==> src/nrcm_pkg.sv <==
// ----------------------------------------------------------------------------
// nrcm_pkg
// Shared types and constants of the regex capture matcher.
// ----------------------------------------------------------------------------
package nrcm_pkg;

  localparam int MaxStates  = 64;
  localparam int MaxSlots   = 16;
  localparam int PosBits    = 16;
  localparam int StackDepth = MaxStates + 1;
  localparam int StW        = $clog2(MaxStates);
  localparam int SpW        = $clog2(StackDepth + 1);
  localparam int ThrIdxW    = StW + 1;

  localparam logic [1:0] ReqLoad = 2'd0;
  localparam logic [1:0] ReqText = 2'd1;
  localparam logic [1:0] ReqEnd  = 2'd2;

  localparam logic [2:0] KindChar  = 3'd0;
  localparam logic [2:0] KindAny   = 3'd1;
  localparam logic [2:0] KindSplit = 3'd2;
  localparam logic [2:0] KindSave  = 3'd3;
  localparam logic [2:0] KindMatch = 3'd4;

  localparam logic CfgStart = 1'b0;
  localparam logic CfgCount = 1'b1;

  typedef struct packed {
    logic [2:0] kind;
    logic [7:0] ch;
    logic [5:0] nxt;
    logic [5:0] alt;
    logic [3:0] slot;
  } prog_t;

  typedef struct packed {
    logic               set;
    logic [PosBits-1:0] pos;
  } cell_t;

  typedef cell_t [MaxSlots-1:0] caps_t;

  typedef struct packed {
    logic [StW-1:0] st;
    caps_t          caps;
  } thr_t;

  typedef struct packed {
    logic [1:0] req;
    logic [5:0] idx;
    prog_t      entry;
    logic [7:0] tchar;
  } cmd_t;

  typedef enum logic [3:0] {
    ST_IDLE, ST_SEED, ST_SEEDPUSH, ST_TFETCH, ST_TPROG, ST_TTEST, ST_CPOP,
    ST_CCHK, ST_CEXEC, ST_CPUSH2, ST_PROMOTE, ST_EFETCH, ST_EPROG, ST_ETEST,
    ST_EOUT
  } state_e;

endpackage

==> src/nrcm_front.sv <==
// ----------------------------------------------------------------------------
// nrcm_front
// Input stage: accepts stream items, drops unknown kinds, queues commands.
// ----------------------------------------------------------------------------
module nrcm_front (
  input  logic                 clk_i,
  input  logic                 rst_ni,
  input  logic                 s_axis_tvalid,
  output logic                 s_axis_tready,
  input  logic [47:0]          s_axis_tdata,
  input  logic [1:0]           s_axis_tuser,
  output logic                 cmd_valid_o,
  output nrcm_pkg::cmd_t       cmd_o,
  input  logic                 cmd_pop_i
);
  import nrcm_pkg::*;

  cmd_t       q_mem_q [2];
  logic [1:0] cnt_q, cnt_d;
  logic       rd_q, rd_d, wr_q, wr_d;
  logic       push;
  cmd_t       in_cmd;

  always_comb begin
    in_cmd.req        = s_axis_tuser;
    in_cmd.idx        = s_axis_tdata[5:0];
    in_cmd.entry.kind = s_axis_tdata[8:6];
    in_cmd.entry.ch   = s_axis_tdata[16:9];
    in_cmd.entry.nxt  = s_axis_tdata[22:17];
    in_cmd.entry.alt  = s_axis_tdata[28:23];
    in_cmd.entry.slot = s_axis_tdata[32:29];
    in_cmd.tchar      = s_axis_tdata[40:33];
  end

  assign s_axis_tready = (cnt_q != 2'd2);
  // drop the unused request code at the door
  assign push          = s_axis_tvalid && s_axis_tready && (s_axis_tuser != 2'd3);
  assign cmd_valid_o   = (cnt_q != 2'd0);
  assign cmd_o         = q_mem_q[rd_q];

  always_comb begin
    cnt_d = cnt_q;
    rd_d  = rd_q;
    wr_d  = wr_q;
    if (push) begin
      wr_d = ~wr_q;
    end
    if (cmd_pop_i && cmd_valid_o) begin
      rd_d = ~rd_q;
    end
    case ({push, cmd_pop_i && cmd_valid_o})
      2'b10:   cnt_d = cnt_q + 2'd1;
      2'b01:   cnt_d = cnt_q - 2'd1;
      default: cnt_d = cnt_q;
    endcase
  end

  always_ff @(posedge clk_i or negedge rst_ni) begin
    if (!rst_ni) begin
      cnt_q <= 2'd0;
      rd_q  <= 1'b0;
      wr_q  <= 1'b0;
    end else begin
      cnt_q <= cnt_d;
      rd_q  <= rd_d;
      wr_q  <= wr_d;
    end
  end

  always_ff @(posedge clk_i) begin
    if (push) begin
      q_mem_q[wr_q] <= in_cmd;
    end
  end

endmodule

==> config.mk <==
export PLATFORM = sky130hd
export DESIGN_NAME = nrcm_front
export DESIGN_NICKNAME = d
export VERILOG_FILES = /design/src/nrcm_pkg.sv /design/src/nrcm_front.sv
export SDC_FILE = /design/constraint.sdc
export NUM_CORES = 1
export LEC_CHECK = 0
export BUFFER_PORTS_ARGS = -buffer_cell sky130_fd_sc_hd__buf_4
export CORE_ASPECT_RATIO = 0.6
export CORE_MARGIN = 2
export CORE_UTILIZATION = 40
export DETAILED_ROUTE_END_ITERATION = 16
export GPL_TIMING_DRIVEN = 0
export PLACE_DENSITY = 0.66
export SLEW_MARGIN = 15
export SYNTH_ARGS = -nofsm -noshare
export SYNTH_HDL_FRONTEND = slang
export SYNTH_SLANG_ARGS = --single-unit
==> constraint.sdc <==
create_clock -name clk_i -period 4.2 [get_ports clk_i]
set_input_delay 0.42 -clock clk_i [delete_from_list [all_inputs] [get_ports clk_i]]
set_output_delay 0.42 -clock clk_i [all_outputs]
set_load 0.005 [all_outputs]
# Word-level counts from Yosys, hierarchy flattened
# Memories as Yosys holds them, arrays and structs flattened.
# Cells that the tools add are included.
# op_classes
muxes,3
n_reduce_logical,5
n_eq_ne,4
bitwise,2
add_sub_neg,2
# op_table
operator,n
2-bit inequality test (second input constant),2
2-bit one-hot mux with 2 select lines,1
2-bit nonzero test,2
1-bit logical AND,3
2-bit by 1-bit adder with 2-bit output (second input constant),1
2-bit by 1-bit == test with 1-bit output (second input constant),1
2-bit == test (second input constant),1
1-bit two-way mux,2
1-bit NOT,2
2-bit by 1-bit subtractor with 2-bit output (second input constant),1
# totals
ram_bits,86
ff_bits,4
n_memories,1
output_inout_bits,45
in_bits,54
elab_cells,20
# mem_list
name,depth,word_bits,rd,rd_clocked_by_memory_dff,write_ports,line_no,source
q_mem_q,2,43,1,0,1,nrcm_front.sv:18,cmd_t q_mem_q [2];

# Logic depth before layout (Yosys ltp)
# Gate-level depths: netlist (run 1).
# depth
ltp_word,5
depth_mapped,6
ltp_nobuf,6

# Worst setup path after synthesis (run 1)
# OpenSTA, ideal clock, no wires.
# synth_timing
path_type,reg-to-reg
start,reg cnt_q[0]
end,mem q_mem_q[0][0] (netlist name) (enable)
period_less_slack_ns,2.931
slack_ns,1.269
path_stages_with_launch,4
arrival_ns,2.488
path_buffers,0
required_time_ns,3.757
setup_ns,0.443
path_cell_list,dfrtp_1 nand2b_1 nand3_2 nor2_1
# synth_between
elab_chain_cells,5
# synth_rtl
item,line_no,source
from (decl),nrcm_front.sv:19,"logic [1:0] cnt_q, cnt_d;"
from (signal assigned),nrcm_front.sv:64,cnt_q <= cnt_d;
2-bit inequality test,nrcm_front.sv:35,assign s_axis_tready = (cnt_q != 2'd2);
net s_axis_tready,nrcm_front.sv:9,"output logic s_axis_tready,"
1-bit logical AND (2 in a row),nrcm_front.sv:37,assign push = s_axis_tvalid && s_axis_tready && (s_axis_tuser != 2'd3);
1-bit two-way mux,nrcm_front.sv:71,if (push) begin
1-bit two-way mux (not written as such),nrcm_front.sv:72,q_mem_q[wr_q] <= in_cmd;
to (decl),nrcm_front.sv:18,
# The timed path passes the listed nets, and every way through them passes these cells.

# Final worst setup path (run 1)
# layout_timing
start,reg cnt_q[0]
end,mem q_mem_q[1][11] (netlist name) (enable)
# layout_between
elab_chain_cells,5
# layout_rtl
item,line_no
2-bit inequality test,nrcm_front.sv:35
1-bit logical AND (2 in a row),nrcm_front.sv:37
1-bit two-way mux,nrcm_front.sv:71
1-bit two-way mux (not written as such),nrcm_front.sv:72
# Every way passes these cells.

==> summary.md, run 1 <==
| Metric | Value |
|---|---|
| Status | `completed` |
| Final ANT Viol Nets | `0` |
| Area of the core | `around 8000 sq um` |
| Synth area leader | `edfxtp_1` |
| Filler cells | `634` |
| Crit path max-delay family | `simple AND/OR/NAND/NOR gates` |
| Mapped Cells | `153` |
| RSZ-0062 raised after global routing | `no` |
| Routed len/inst | `15.6 um` |
| Worst hold path type | `in2reg` |
| Initial Utilization | `41.9%` |
| MaxCap Viol Count | `0` |
| Vias in the first global route | `around 1800` |
| Most used routing layer | `met2` |
| Fraction of layout cells with a size suffix above 1 | `between 60% and 70%` |
| Nets | `between 300 and 400` |
| Yosys warning count | `0` |
| Period minus WS final | `1.90 ns` |
| Grt met1 use | `roughly 17%` |
| DP HPWL | `just under 4000 um` |
| Maximum buffer depth of the clock tree | `2` |
| Slew Viols, Final | `0` |
| Clk_skew | `0.00482 ns` |
| Met2 Use GR | `between 10% and 20%` |
| Crit path kind | `reg2reg` |
| Aggregate routed wire length | `between 5000 and 6000 um` |
| Seq/Total Area, Yosys | `between 80% and 90%` |
| Vias/cell | `around 4.6` |
| Worst Tran Pin Value | `approximately 0.73 ns` |
| Pin count of the biggest net entering global routing | `25` |
| WP data arrival | `1.94 ns` |
| Die Span X | `122 um` |
| Critical Path RT | `between 4 and 5 ns` |
| Iteration-0 DRC Markers | `74` |
| Depth of the CTS H-tree | `3` |
| Asr flop ratio synth | `4.44%` |
| Fin crit share | `between 40 and 50%` |
| Fmax | `about 520 MHz` |
| Post-synth top cells | `edfxtp_1 (86), mux2_2 (40), buf_6 (5)` |
| Cell Area, Synth | `3340 sq um` |
| Leak Pwr | `~1.7 nW` |
| Die Y | `74.8 um` |
| Area growth from synthesis to layout | `35.2%` |
| Top cells by area, synth | `edfxtp_1 (77%), mux2_2 (13%), dfrtp_1 (3.0%)` |
| Placement Setup Slack | `2.23 ns` |
| # DRC | `0` |
| Critical path cell sequence | `nand2b_1 > nand3_2 > nor2_4 > buf_16` |
| Via count | `1690` |
| Final hold vios | `0` |
| Ys flop type | `edfxtp_1` |
| Syn_nets | `~210` |
| IO Port Bufs | `a little over 90` |
| Area share of the largest cell type after synthesis | `a little under 80%` |
| Clock-pin slew on the worst setup and hold paths | `0.06 ns` |
| Setup crit end kind | `flip-flop` |
| Slew HR | `roughly half` |
| CTS Sinks | `90` |
| Worst skew pair latency | `roughly 0.33 ns` |
| # IOs | `99` |
| # diodes | `0` |
| GPL Wtd Cong | `between 0.7 and 0.8` |
| # setup viols final | `0` |
| Final Power | `just under 3 mW` |
| Peak VDD IR | `~0.28 mV` |
| CTS resizes | `0` |
| Most frequent cell after synthesis | `edfxtp_1` |
| Syn Area/Cell | `roughly 22 sq um` |
| Crit path buf inv count | `1` |
| CP max stage cell | `nor2_4` |
| Startpoint Class | `flip-flop` |
| CTS buffer count | `9` |
| Post-synth EDFFs | `between 80 and 90` |
| Met3 usage | `8.41%` |
| 1st-pass router iterations | `3` |
| Worst setup margin | `around 2.3 ns` |
| Netlist cell types | `15` |
| Die area | `just over 9000 sq um` |
| First-pass GRT wire length | `just under 9000 um` |
| CP Max Fanout | `23` |
| Gr usage total | `about 14%` |
| Setup TNS | `0 ns` |
| CTS tree | `done` |
| Row count | `25` |
| Delay of the slowest cell on the worst path | `between 0.6 and 0.7 ns` |
| Initial antenna violation count | `0` |
| Pwr Density | `640 nW/um^2` |
| Total grt overflow | `0` |
| CTS root buf | `clkbuf_16` |
| #FFs+latches synth | `90` |
[through the flow]
stage               util [%]  cells  hold WS, ns  area, sq um
global route            56.6    370        0.254         4520
detailed placement      52.9    354        0.220         4220
CTS                     56.6    370        0.259         4520
floorplan                  -    153        0.124         3340
global placement        52.1    352        0.220         4160
finish                  56.6    370        0.271         4520
[path summary, 6_finish.rpt]
path / from / to / slack [ns] / cells after the start
max in group asynchronous: rst_ni / cnt_q[0] / 3.68 / 2
setup reg to reg: cnt_q[0] / q_mem_q[1][11] / 2.30 / 4
min in group asynchronous: rst_ni / wr_q / 0.42 / 2
setup / recovery: cnt_q[0] / q_mem_q[1][11] / 2.30 / 4
hold reg to reg: cnt_q[1] / cnt_q[1] / 0.48 / 1
hold / removal: s_axis_tdata[27] / q_mem_q[1][16] / 0.27 / 1
[metal layers]
layer / part of all wire, % / vias to the layer above
li1: - / 801
met1: 45 / 812
met2: 42 / 67
met5: 0 / -
met4: 1.1 / 0
met3: 11 / 10
[power breakdown]
part | total, mW | switching (mW) | internal, mW
Clock | 0.755 | 0.300 | 0.455
Combinational | 0.913 | 0.383 | 0.530
Sequential | 1.22 | 0.0433 | 1.18
[cell type report]
cell class                 count  area [sq um]  area share, %
buffer                         5          56.3           1.25
clock buffer                  10           229           5.07
clock inverter                 5          56.3           1.25
inverter                       1          3.75         0.0831
multi-input combinational     57           613           13.6
sequential                    90          2680           59.4
tap                          108           135           2.99
timing repair buffer          94           741           16.4
[sequential cells by signal, summed over array words and instances (netlist names)]
| name | count |
|---|---|
| q_mem_q | 86 |
| cnt_q | 2 |
| rd_q | 1 |
| wr_q | 1 |
[layout by cell type (no fill, tap or decap)]
| cell | count |
|---|---|
| buf_4 | 91 |
| edfxtp_1 | 86 |
| mux2_2 | 40 |
| clkbuf_16 | 9 |
| buf_6 | 5 |
| dfrtp_1 | 4 |
| mux2_4 | 3 |
| xnor2_1 | 3 |
| clkinvlp_4 | 3 |
| nor2_4 | 2 |
| xor2_1 | 2 |
| or2_1 | 1 |
| and2_4 | 1 |
| nand2b_1 | 1 |
| inv_1 | 1 |
| nand2_1 | 1 |
| nand3_2 | 1 |
| nor2_1 | 1 |
| ha_1 | 1 |
| clkinv_1 | 1 |
| bufinv_16 | 1 |
| clkbuf_1 | 1 |
| dlygate4sd3_1 | 1 |
| buf_12 | 1 |
| buf_16 | 1 |
[cell families after synthesis]
group | synth area share, %
xor+xnor | 1.31
fa+ha+maj | 0.374
buf+inv | 1.80
flops | 80.3
mux | 14.8
simple gates | 1.39
[repair_timing]
item                                   CTS  global route
buffers inserted                         0             0
hold buffers                             1             0
endpoints found under the hold margin    4             0
Note: power is estimated with default switching activity, not from simulation.
==> inputs of run 2 (changes only) <==
--- a/config.mk
+++ b/config.mk
@@ -5,6 +5,7 @@
 export SDC_FILE = /design/constraint.sdc
 export NUM_CORES = 1
 export LEC_CHECK = 0
+export ABC_AREA = 1
 export BUFFER_PORTS_ARGS = -buffer_cell sky130_fd_sc_hd__buf_4
 export CORE_ASPECT_RATIO = 0.6
 export CORE_MARGIN = 2
==> constraint.sdc (replaced) <==
create_clock -name clk_i -period 1.89 [get_ports clk_i]
set_input_delay 0.189 -clock clk_i [delete_from_list [all_inputs] [get_ports clk_i]]
set_output_delay 0.189 -clock clk_i [all_outputs]
set_load 0.005 [all_outputs]
==> run 2 against run 1 <==
Critical path depth up 1. Combinational power rose to 2.6 times the previous value. Utilization down 1.7 points. Clock skew up 0.0021 ns. Synthesized cell count up 67%. Area after synthesis up 2.8%. Count of clock-buffer cells in the layout up 2. Routed wire length up 12%. Via count up 25%. Worst hold slack worse by 0.24 ns. Critical path type unchanged. Critical endpoint is now q_mem_q[1][4].
==> summary.md, run 2 <==
| Metric | Value |
|---|---|
| Status | `completed` |
| Most frequent cells in the layout | `nand2_1 (130), buf_4 (94), edfxtp_1 (86)` |
| Critical path cell sequence | `inv_1 > nand2_2 > nand3_2 > nor2_4 > buf_12` |
| Filler cells | `695 (+9.6%)` |
| Setup bufs post-CTS | `0 (unchanged)` |
| Area growth from synthesis to layout | `34.8%` |
| Area share of the largest cell type after synthesis | `75.2% (-2.1 points)` |
| Post-synth top cells | `nand2_1 (130), edfxtp_1 (86), nand2_2 (11)` |
| Fraction of layout cells with a size suffix above 1 | `35.5% (-25 points)` |
| Reg area | `2680 sq um (unchanged)` |
| CP Max Fanout | `25 (+8.7%)` |
| Layout Cells excl Fill | `478 (+29%)` |
| RSZ-0062 raised after global routing | `no` |
| Die Span X | `124 um (+1.3%)` |
| Crit path buf inv count | `2 (+1)` |
| CTS Sinks | `90 (unchanged)` |
| Area of the multi-input gates | `622 sq um (+1.4%)` |
| CTS resizes | `0 (unchanged)` |
| Row count | `26 (+4.0%)` |
| Asr flop ratio synth | `4.44% (unchanged)` |
| Leak Pwr | `1.98 nW (+17%)` |
| Slew Viols, Final | `0 (unchanged)` |
| Largest Register | `q_mem_q` |
| Met3 usage | `7.11% (-1.3 points)` |
| CP max stage cell | `nor2_4` |
| CTS root buf | `clkbuf_16` |
| Die area | `9360 sq um (+2.7%)` |
| Mapped Cells | `256 (+67%)` |
| Worst skew pair latency | `0.34 ns (about the same)` |
| Commonest non-fill, non-tap cell in the layout | `nand2_1` |
| CTS buffer count | `9 (unchanged)` |
| Top cells by area, synth | `edfxtp_1 (75%), nand2_1 (14%), dfrtp_1 (2.9%)` |
| Top flop regs | `q_mem_q (86), cnt_q (2)` |
| Final ANT Viol Nets | `0 (unchanged)` |
| Flop pwr share | `39.3% (-3.0 points)` |
| Initial antenna violation count | `0 (unchanged)` |
| Int Pwr | `4.89 mW (+130%)` |
| Die Y | `75.8 um (+1.3%)` |
| Peak VDD IR | `0.946 mV (+240%)` |
| NetSw | `2.02 mW (+180%)` |
| Netlist cell types | `15 (unchanged)` |
| Worst hold path type | `in2reg` |
| Startpoint Class | `flip-flop` |
| WP data arrival | `1.77 ns (-0.17 ns)` |
| # setup viols final | `0 (unchanged)` |
| CTS tree | `done` |
| Slew HR | `59.5% (+8.1 points)` |
| # IOs | `99 (unchanged)` |
| Most used routing layer | `met2` |
| Maximum buffer depth of the clock tree | `2 (unchanged)` |
| Syn_nets | `311 (+50%)` |
| Critical Path RT | `1.93 ns (-2.30 ns)` |
| Final hold vios | `0 (unchanged)` |
| 1st-pass router iterations | `4 (+1)` |
| Fin crit share | `91.8% (+46 points)` |
| Fmax | `576 MHz (+9.8%)` |
| Clock power frac | `26.9% (+0.8 points)` |
| DP HPWL | `4410 um (+11%)` |
| Initial Utilization | `40.7% (-1.1 points)` |
| Switching part of the total | `29.2% (+4.1 points)` |
| Delay of the slowest cell on the worst path | `0.49 ns (-0.12 ns)` |
| Nets | `416 (+33%)` |
| Iteration-0 DRC Markers | `96 (+30%)` |
| Vias/cell | `4.41 (-3.5%)` |
| Worst setup margin | `0.155 ns (-2.14 ns)` |
| Clock-pin slew on the worst setup and hold paths | `0.06 ns (about the same)` |
| Yosys warning count | `0 (unchanged)` |
| Pin count of the biggest net entering global routing | `26 (+4.0%)` |
| # DRC | `0 (unchanged)` |
| Cell Area, Synth | `3430 sq um (+2.8%)` |
| IO Port Bufs | `91 (unchanged)` |
| Aggregate routed wire length | `6470 um (+12%)` |
| Routed len/inst | `13.5 um (-13%)` |
| GPL Wtd Cong | `0.743 (+5.6%)` |
| Post-CTS Hold Fix Bufs | `1 (unchanged)` |
| Setup crit end kind | `flip-flop` |
| Placement Setup Slack | `0.110 ns (-2.12 ns)` |
| Clk_skew | `0.00695 ns (+0.00214 ns)` |
| Comb pwr share | `33.9% (+2.3 points)` |
| Via count | `2106 (+25%)` |
| # diodes | `0 (unchanged)` |
| Grt met1 use | `18.1% (+1.1 points)` |
| Placed insts | `461 (+30%)` |
| First-pass GRT wire length | `9770 um (+10%)` |
| MaxCap Viol Count | `0 (unchanged)` |
| Ys flop type | `edfxtp_1` |
| Post-synth EDFFs | `86 (unchanged)` |
| Crit path max-delay family | `simple AND/OR/NAND/NOR gates` |
| #FFs+latches synth | `90 (unchanged)` |
| Worst Tran Pin Value | `0.607 ns (-0.122 ns)` |
| Met2 Use GR | `22.8% (+3.3 points)` |
| Area of the core | `8430 sq um (+5.6%)` |
| Total grt overflow | `0 (unchanged)` |
| Syn Area/Cell | `13.4 sq um (-39%)` |
| Depth of the CTS H-tree | `3 (unchanged)` |
| Pwr Density | `1490 nW/um^2 (+130%)` |
| Crit path kind | `reg2reg` |
| Vias in the first global route | `1954 (+9.6%)` |
| Gr usage total | `14.8% (+1.2 points)` |
| Synth area leader | `edfxtp_1` |
| Most frequent cell after synthesis | `nand2_1` |
| Period minus WS final | `1.74 ns (-0.170 ns)` |
| Seq/Total Area, Yosys | `78.1% (-2.2 points)` |
| Max reg flops | `86 (unchanged)` |
[run 2: cell types whose count changed after synthesis, sizes merged, moves of 4 or more]
| cell | before | now |
|---|---|---|
| buf | 5 | 9 |
| inv | 1 | 8 |
| mux2 | 43 | 0 |
| nand2 | 1 | 141 |
[run 2: final timing paths]
kind                                  start             end  slack [ns]  cells past startpoint
max                                cnt_q[0]   q_mem_q[1][4]        0.15                      5
min                        s_axis_tdata[14]  q_mem_q[0][29]        0.03                      1
max reg2reg                        cnt_q[0]   q_mem_q[1][4]        0.15                      5
min reg2reg                            wr_q            wr_q        0.48                      2
max in group asynchronous            rst_ni        cnt_q[1]        1.60                      2
min in group asynchronous            rst_ni            rd_q        0.19                      2
[run 2: worst reg2reg max path, cell delays in order (launching register included)]
cell and delay, ns:
dfrtp_1 0.38, inv_1 0.09, nand2_2 0.08, nand3_2 0.11, nor2_4 0.49, buf_12 0.27
[run 2: logic make-up (layout without fill, tap and decap cells)]
group / after synthesis / count (layout) / share of synthesized area, %
XOR/XNOR: 1 / 1 / 0.255
adder cells (fa/ha/maj): 1 / 1 / 0.364
buffers and inverters: 17 / 127 / 3.97
flip-flops: 90 / 90 / 78.1
AND/OR/NAND/NOR: 147 / 147 / 17.3
[run 2: routing by layer]
metal | share of wire (%) | up-vias
met5 | 0 | -
li1 | - | 1062
met2 | 45 | 71
met3 | 8.4 | 9
met1 | 46 | 964
met4 | 1.5 | 0
[run 2: metrics by stage]
step	util (%)	hold WS, ns	setup TNS (ns)	power [mW]	area (sq um)
3_5_place_dp	51.1	-0.0108	0	5.15	4300
4_1_cts	54.9	0.0170	0	7.02	4630
6_report	54.9	0.0337	0	6.90	4630
2_1_floorplan	-	-0.107	0	3.95	3440
5_1_grt	54.9	0.0163	0	7.37	4630
3_3_place_gp	50.6	-0.0121	-29.46	5.07	4260
[run 2: power groups by stage]
stage          logic, mW  registers (mW)  clock network [mW]
6_report            2.34            2.71                1.85
5_1_grt             2.64            2.74                1.99
2_1_floorplan       1.21            2.74                   0
4_1_cts             2.40            2.72                1.90
3_3_place_gp        2.31            2.76                   0
3_5_place_dp        2.39            2.76                   0
[run 2: cell type report]
type                            instances  area share, %
Buffer                                  9           2.14
Clock buffer                           12           5.11
Clock inverter                          4           1.65
Inverter                                8          0.811
Multi-Input combinational cell        149           13.4
Sequential cell                        90           58.0
Tap cell                              112           3.03
Timing Repair Buffer                   94           15.8
==> inputs of run 3 (changes only) <==
--- a/config.mk
+++ b/config.mk
@@ -12,6 +12,7 @@
 export CORE_UTILIZATION = 40
 export DETAILED_ROUTE_END_ITERATION = 16
 export GPL_TIMING_DRIVEN = 0
+export HOLD_SLACK_MARGIN = 0.08
 export PLACE_DENSITY = 0.66
 export SLEW_MARGIN = 15
 export SYNTH_ARGS = -nofsm -noshare
==> run 3 against run 2 <==
Count of clock-buffer cells in the layout did not move. Sequential power is essentially flat. Fmax is 1.8% lower. Combinational power rose by 5%. Power is 1.6% higher. Largest power group unchanged.
==> summary.md, run 3 (synthesis gave the netlist of run 2 again) <==
| Metric | Value |
|---|---|
| Status | `completed` |
| Layout Cells excl Fill | `522 (+9.2%)` |
| IO Port Bufs | `91 (unchanged)` |
| Pin count of the biggest net entering global routing | `26 (unchanged)` |
| Flop pwr share | `38.7% (-0.6 points)` |
| # IOs | `99 (unchanged)` |
| 1st-pass router iterations | `5 (+1)` |
| Row count | `26 (unchanged)` |
| Worst hold path type | `in2reg` |
| Vias/cell | `4.40 (about the same)` |
| Fin area | `5080 sq um (+9.7%)` |
| Setup crit end kind | `flip-flop` |
| Critical path cell sequence | `dlygate4sd3_1 > buf_4 > nand2_1 > nand4_1 > inv_2 > buf_12` |
| Initial antenna violation count | `0 (unchanged)` |
| Hold Slack | `0.101 ns (+0.0670 ns)` |
| Setup crit start | `s_axis_tuser[1]` |
| Commonest non-fill, non-tap cell in the layout | `nand2_1` |
| Area of the core | `8430 sq um (unchanged)` |
| Fraction of layout cells with a size suffix above 1 | `32.0% (-3.6 points)` |
| Routed len/inst | `13.2 um (-2.4%)` |
| Fmax | `566 MHz (-1.8%)` |
| Aggregate routed wire length | `6900 um (+6.6%)` |
| Final hold vios | `0 (unchanged)` |
| CTS Sinks | `90 (unchanged)` |
| Leak Pwr | `2.17 nW (+9.5%)` |
| First-pass GRT wire length | `10400 um (+6.9%)` |
| RR Endpoint | `q_mem_q[0][4]` |
| Nets | `460 (+11%)` |
| GPL Wtd Cong | `0.743 (unchanged)` |
| Slew HR | `67.3% (+7.8 points)` |
| Clock power frac | `26.4% (-0.5 points)` |
| # DRC | `0 (unchanged)` |
| Final ANT Viol Nets | `0 (unchanged)` |
| Most frequent cells in the layout | `nand2_1 (130), buf_4 (94), edfxtp_1 (86)` |
| Clk_skew | `0.00524 ns (-0.00171 ns)` |
| Switching part of the total | `29.3% (+0.037 points)` |
| CP endpoint | `q_mem_q[0][4]` |
| Peak VDD IR | `0.938 mV (-0.90%)` |
| Setup TNS | `0 ns (unchanged)` |
| Die Y | `75.8 um (unchanged)` |
| WHS Path Cells | `3 (+2)` |
| Final core occ | `60.3% (+5.3 points)` |
| DP HPWL | `4410 um (unchanged)` |
| Die Span X | `124 um (unchanged)` |
| Fin crit share | `93.5% (+1.7 points)` |
| Maximum buffer depth of the clock tree | `2 (unchanged)` |
| WP data arrival | `1.80 ns (+0.03 ns)` |
| Placed insts | `461 (unchanged)` |
| CP max stage cell | `dlygate4sd3_1` |
| Area growth from synthesis to layout | `47.9%` |
| Crit path kind | `in2reg` |
| Slew Viols, Final | `0 (unchanged)` |
| Period minus WS final | `1.77 ns (+0.0315 ns)` |
| Gr usage total | `15.7% (+0.88 points)` |
| Delay of the slowest cell on the worst path | `0.55 ns (+0.06 ns)` |
| Int Pwr | `4.96 mW (+1.6%)` |
| Reg2reg setup slack | `0.25 ns (+0.10 ns)` |
| Iteration-0 DRC Markers | `111 (+16%)` |
| Top flop regs | `q_mem_q (86), cnt_q (2)` |
| Total grt overflow | `0 (unchanged)` |
| Comb pwr share | `34.9% (+1.0 points)` |
| CP Max Fanout | `24 (-4.0%)` |
| Max reg flops | `86 (unchanged)` |
| Post-DP Area | `4300 sq um (unchanged)` |
| Vias in the first global route | `2151 (+10%)` |
| Final Power | `7.01 mW (+1.6%)` |
| # diodes | `0 (unchanged)` |
| Initial Utilization | `40.7% (unchanged)` |
| # setup viols final | `0 (unchanged)` |
| MaxCap Viol Count | `0 (unchanged)` |
| Placement Setup Slack | `0.110 ns (unchanged)` |
| NetSw | `2.05 mW (+1.7%)` |
| Worst Tran Pin Value | `0.490 ns (-0.117 ns)` |
| Clock-pin slew on the worst setup and hold paths | `0.06 ns (about the same)` |
| CTS root buf | `clkbuf_16` |
| Pwr Density | `1380 nW/um^2 (-7.4%)` |
| Worst skew pair latency | `0.34 ns (about the same)` |
| Cell count of the worst reg-to-reg path | `5 (unchanged)` |
| Reg2reg start | `cnt_q[0]` |
| Startpoint Class | `input pin` |
| RSZ-0062 raised after global routing | `no` |
| Critical Path RT | `1.93 ns (about the same)` |
| Die area | `9360 sq um (unchanged)` |
| Depth of the CTS H-tree | `3 (unchanged)` |
| CTS buffer count | `9 (unchanged)` |
| Filler cells | `640 (-7.9%)` |
| CTS tree | `done` |
| Largest Register | `q_mem_q` |
| Via count | `2299 (+9.2%)` |
| Worst setup margin | `0.123 ns (-0.0315 ns)` |
| CTS resizes | `0 (unchanged)` |
==> run 3: changes by cell type in the layout (fill, tap and decap cells not counted), sizes merged <==
cell / before / now
dlygate4sd3: 1 / 44
buf: 102 / 103
==> run 3: power groups by stage <==
stage | Combinational [mW] | Sequential (mW) | Clock [mW]
detailed placement | 2.39 | 2.76 | 0
global route | 2.75 | 2.74 | 1.99
floorplan | 1.21 | 2.74 | 0
finish | 2.45 | 2.71 | 1.85
CTS | 2.48 | 2.72 | 1.90
global placement | 2.31 | 2.76 | 0
==> run 3: worst max-delay path, delay by kind of cell <==
kind	cells	cell delay [ns]
buf+inv	4	1.35
simple gates	2	0.25
==> run 3: per-layer routing <==
metal,vias to the layer above,global-route usage [%],wire length (um)
met5,-,0,0
met3,8,6.44,501
met2,88,25.4,3230
li1,1152,-,-
met4,0,6.82,78
met1,1051,18.9,3090
==> run 3: what timing repair did <==
item,in CTS,in global routing
hold buffers,44,0
setup endpoints to repair,0,25
buffers inserted,0,1
endpoints found under the hold margin,90,0
==> run 3: final cells by class <==
class | instances | area (sq um) | share of cell area, %
Tap cell | 112 | 140 | 2.76
Buffer | 9 | 98.8 | 1.95
Inverter | 8 | 37.5 | 0.739
Multi-Input combinational cell | 149 | 622 | 12.2
Timing Repair Buffer | 138 | 1180 | 23.3
Sequential cell | 90 | 2680 | 52.8
Clock buffer | 12 | 236 | 4.66
Clock inverter | 4 | 76.3 | 1.50
==> run 3: how the worst min path moves through the flow <==
stage | endpoint | slack, ns | startpoint
after global routing | rd_q | 0.11 | cmd_pop_i
after floorplan | cnt_q[0] | -0.11 | rst_ni
after detailed placement | wr_q | -0.01 | rst_ni
after CTS | rd_q | 0.09 | cmd_pop_i
after global placement | wr_q | -0.01 | rst_ni
final | rd_q | 0.10 | cmd_pop_i
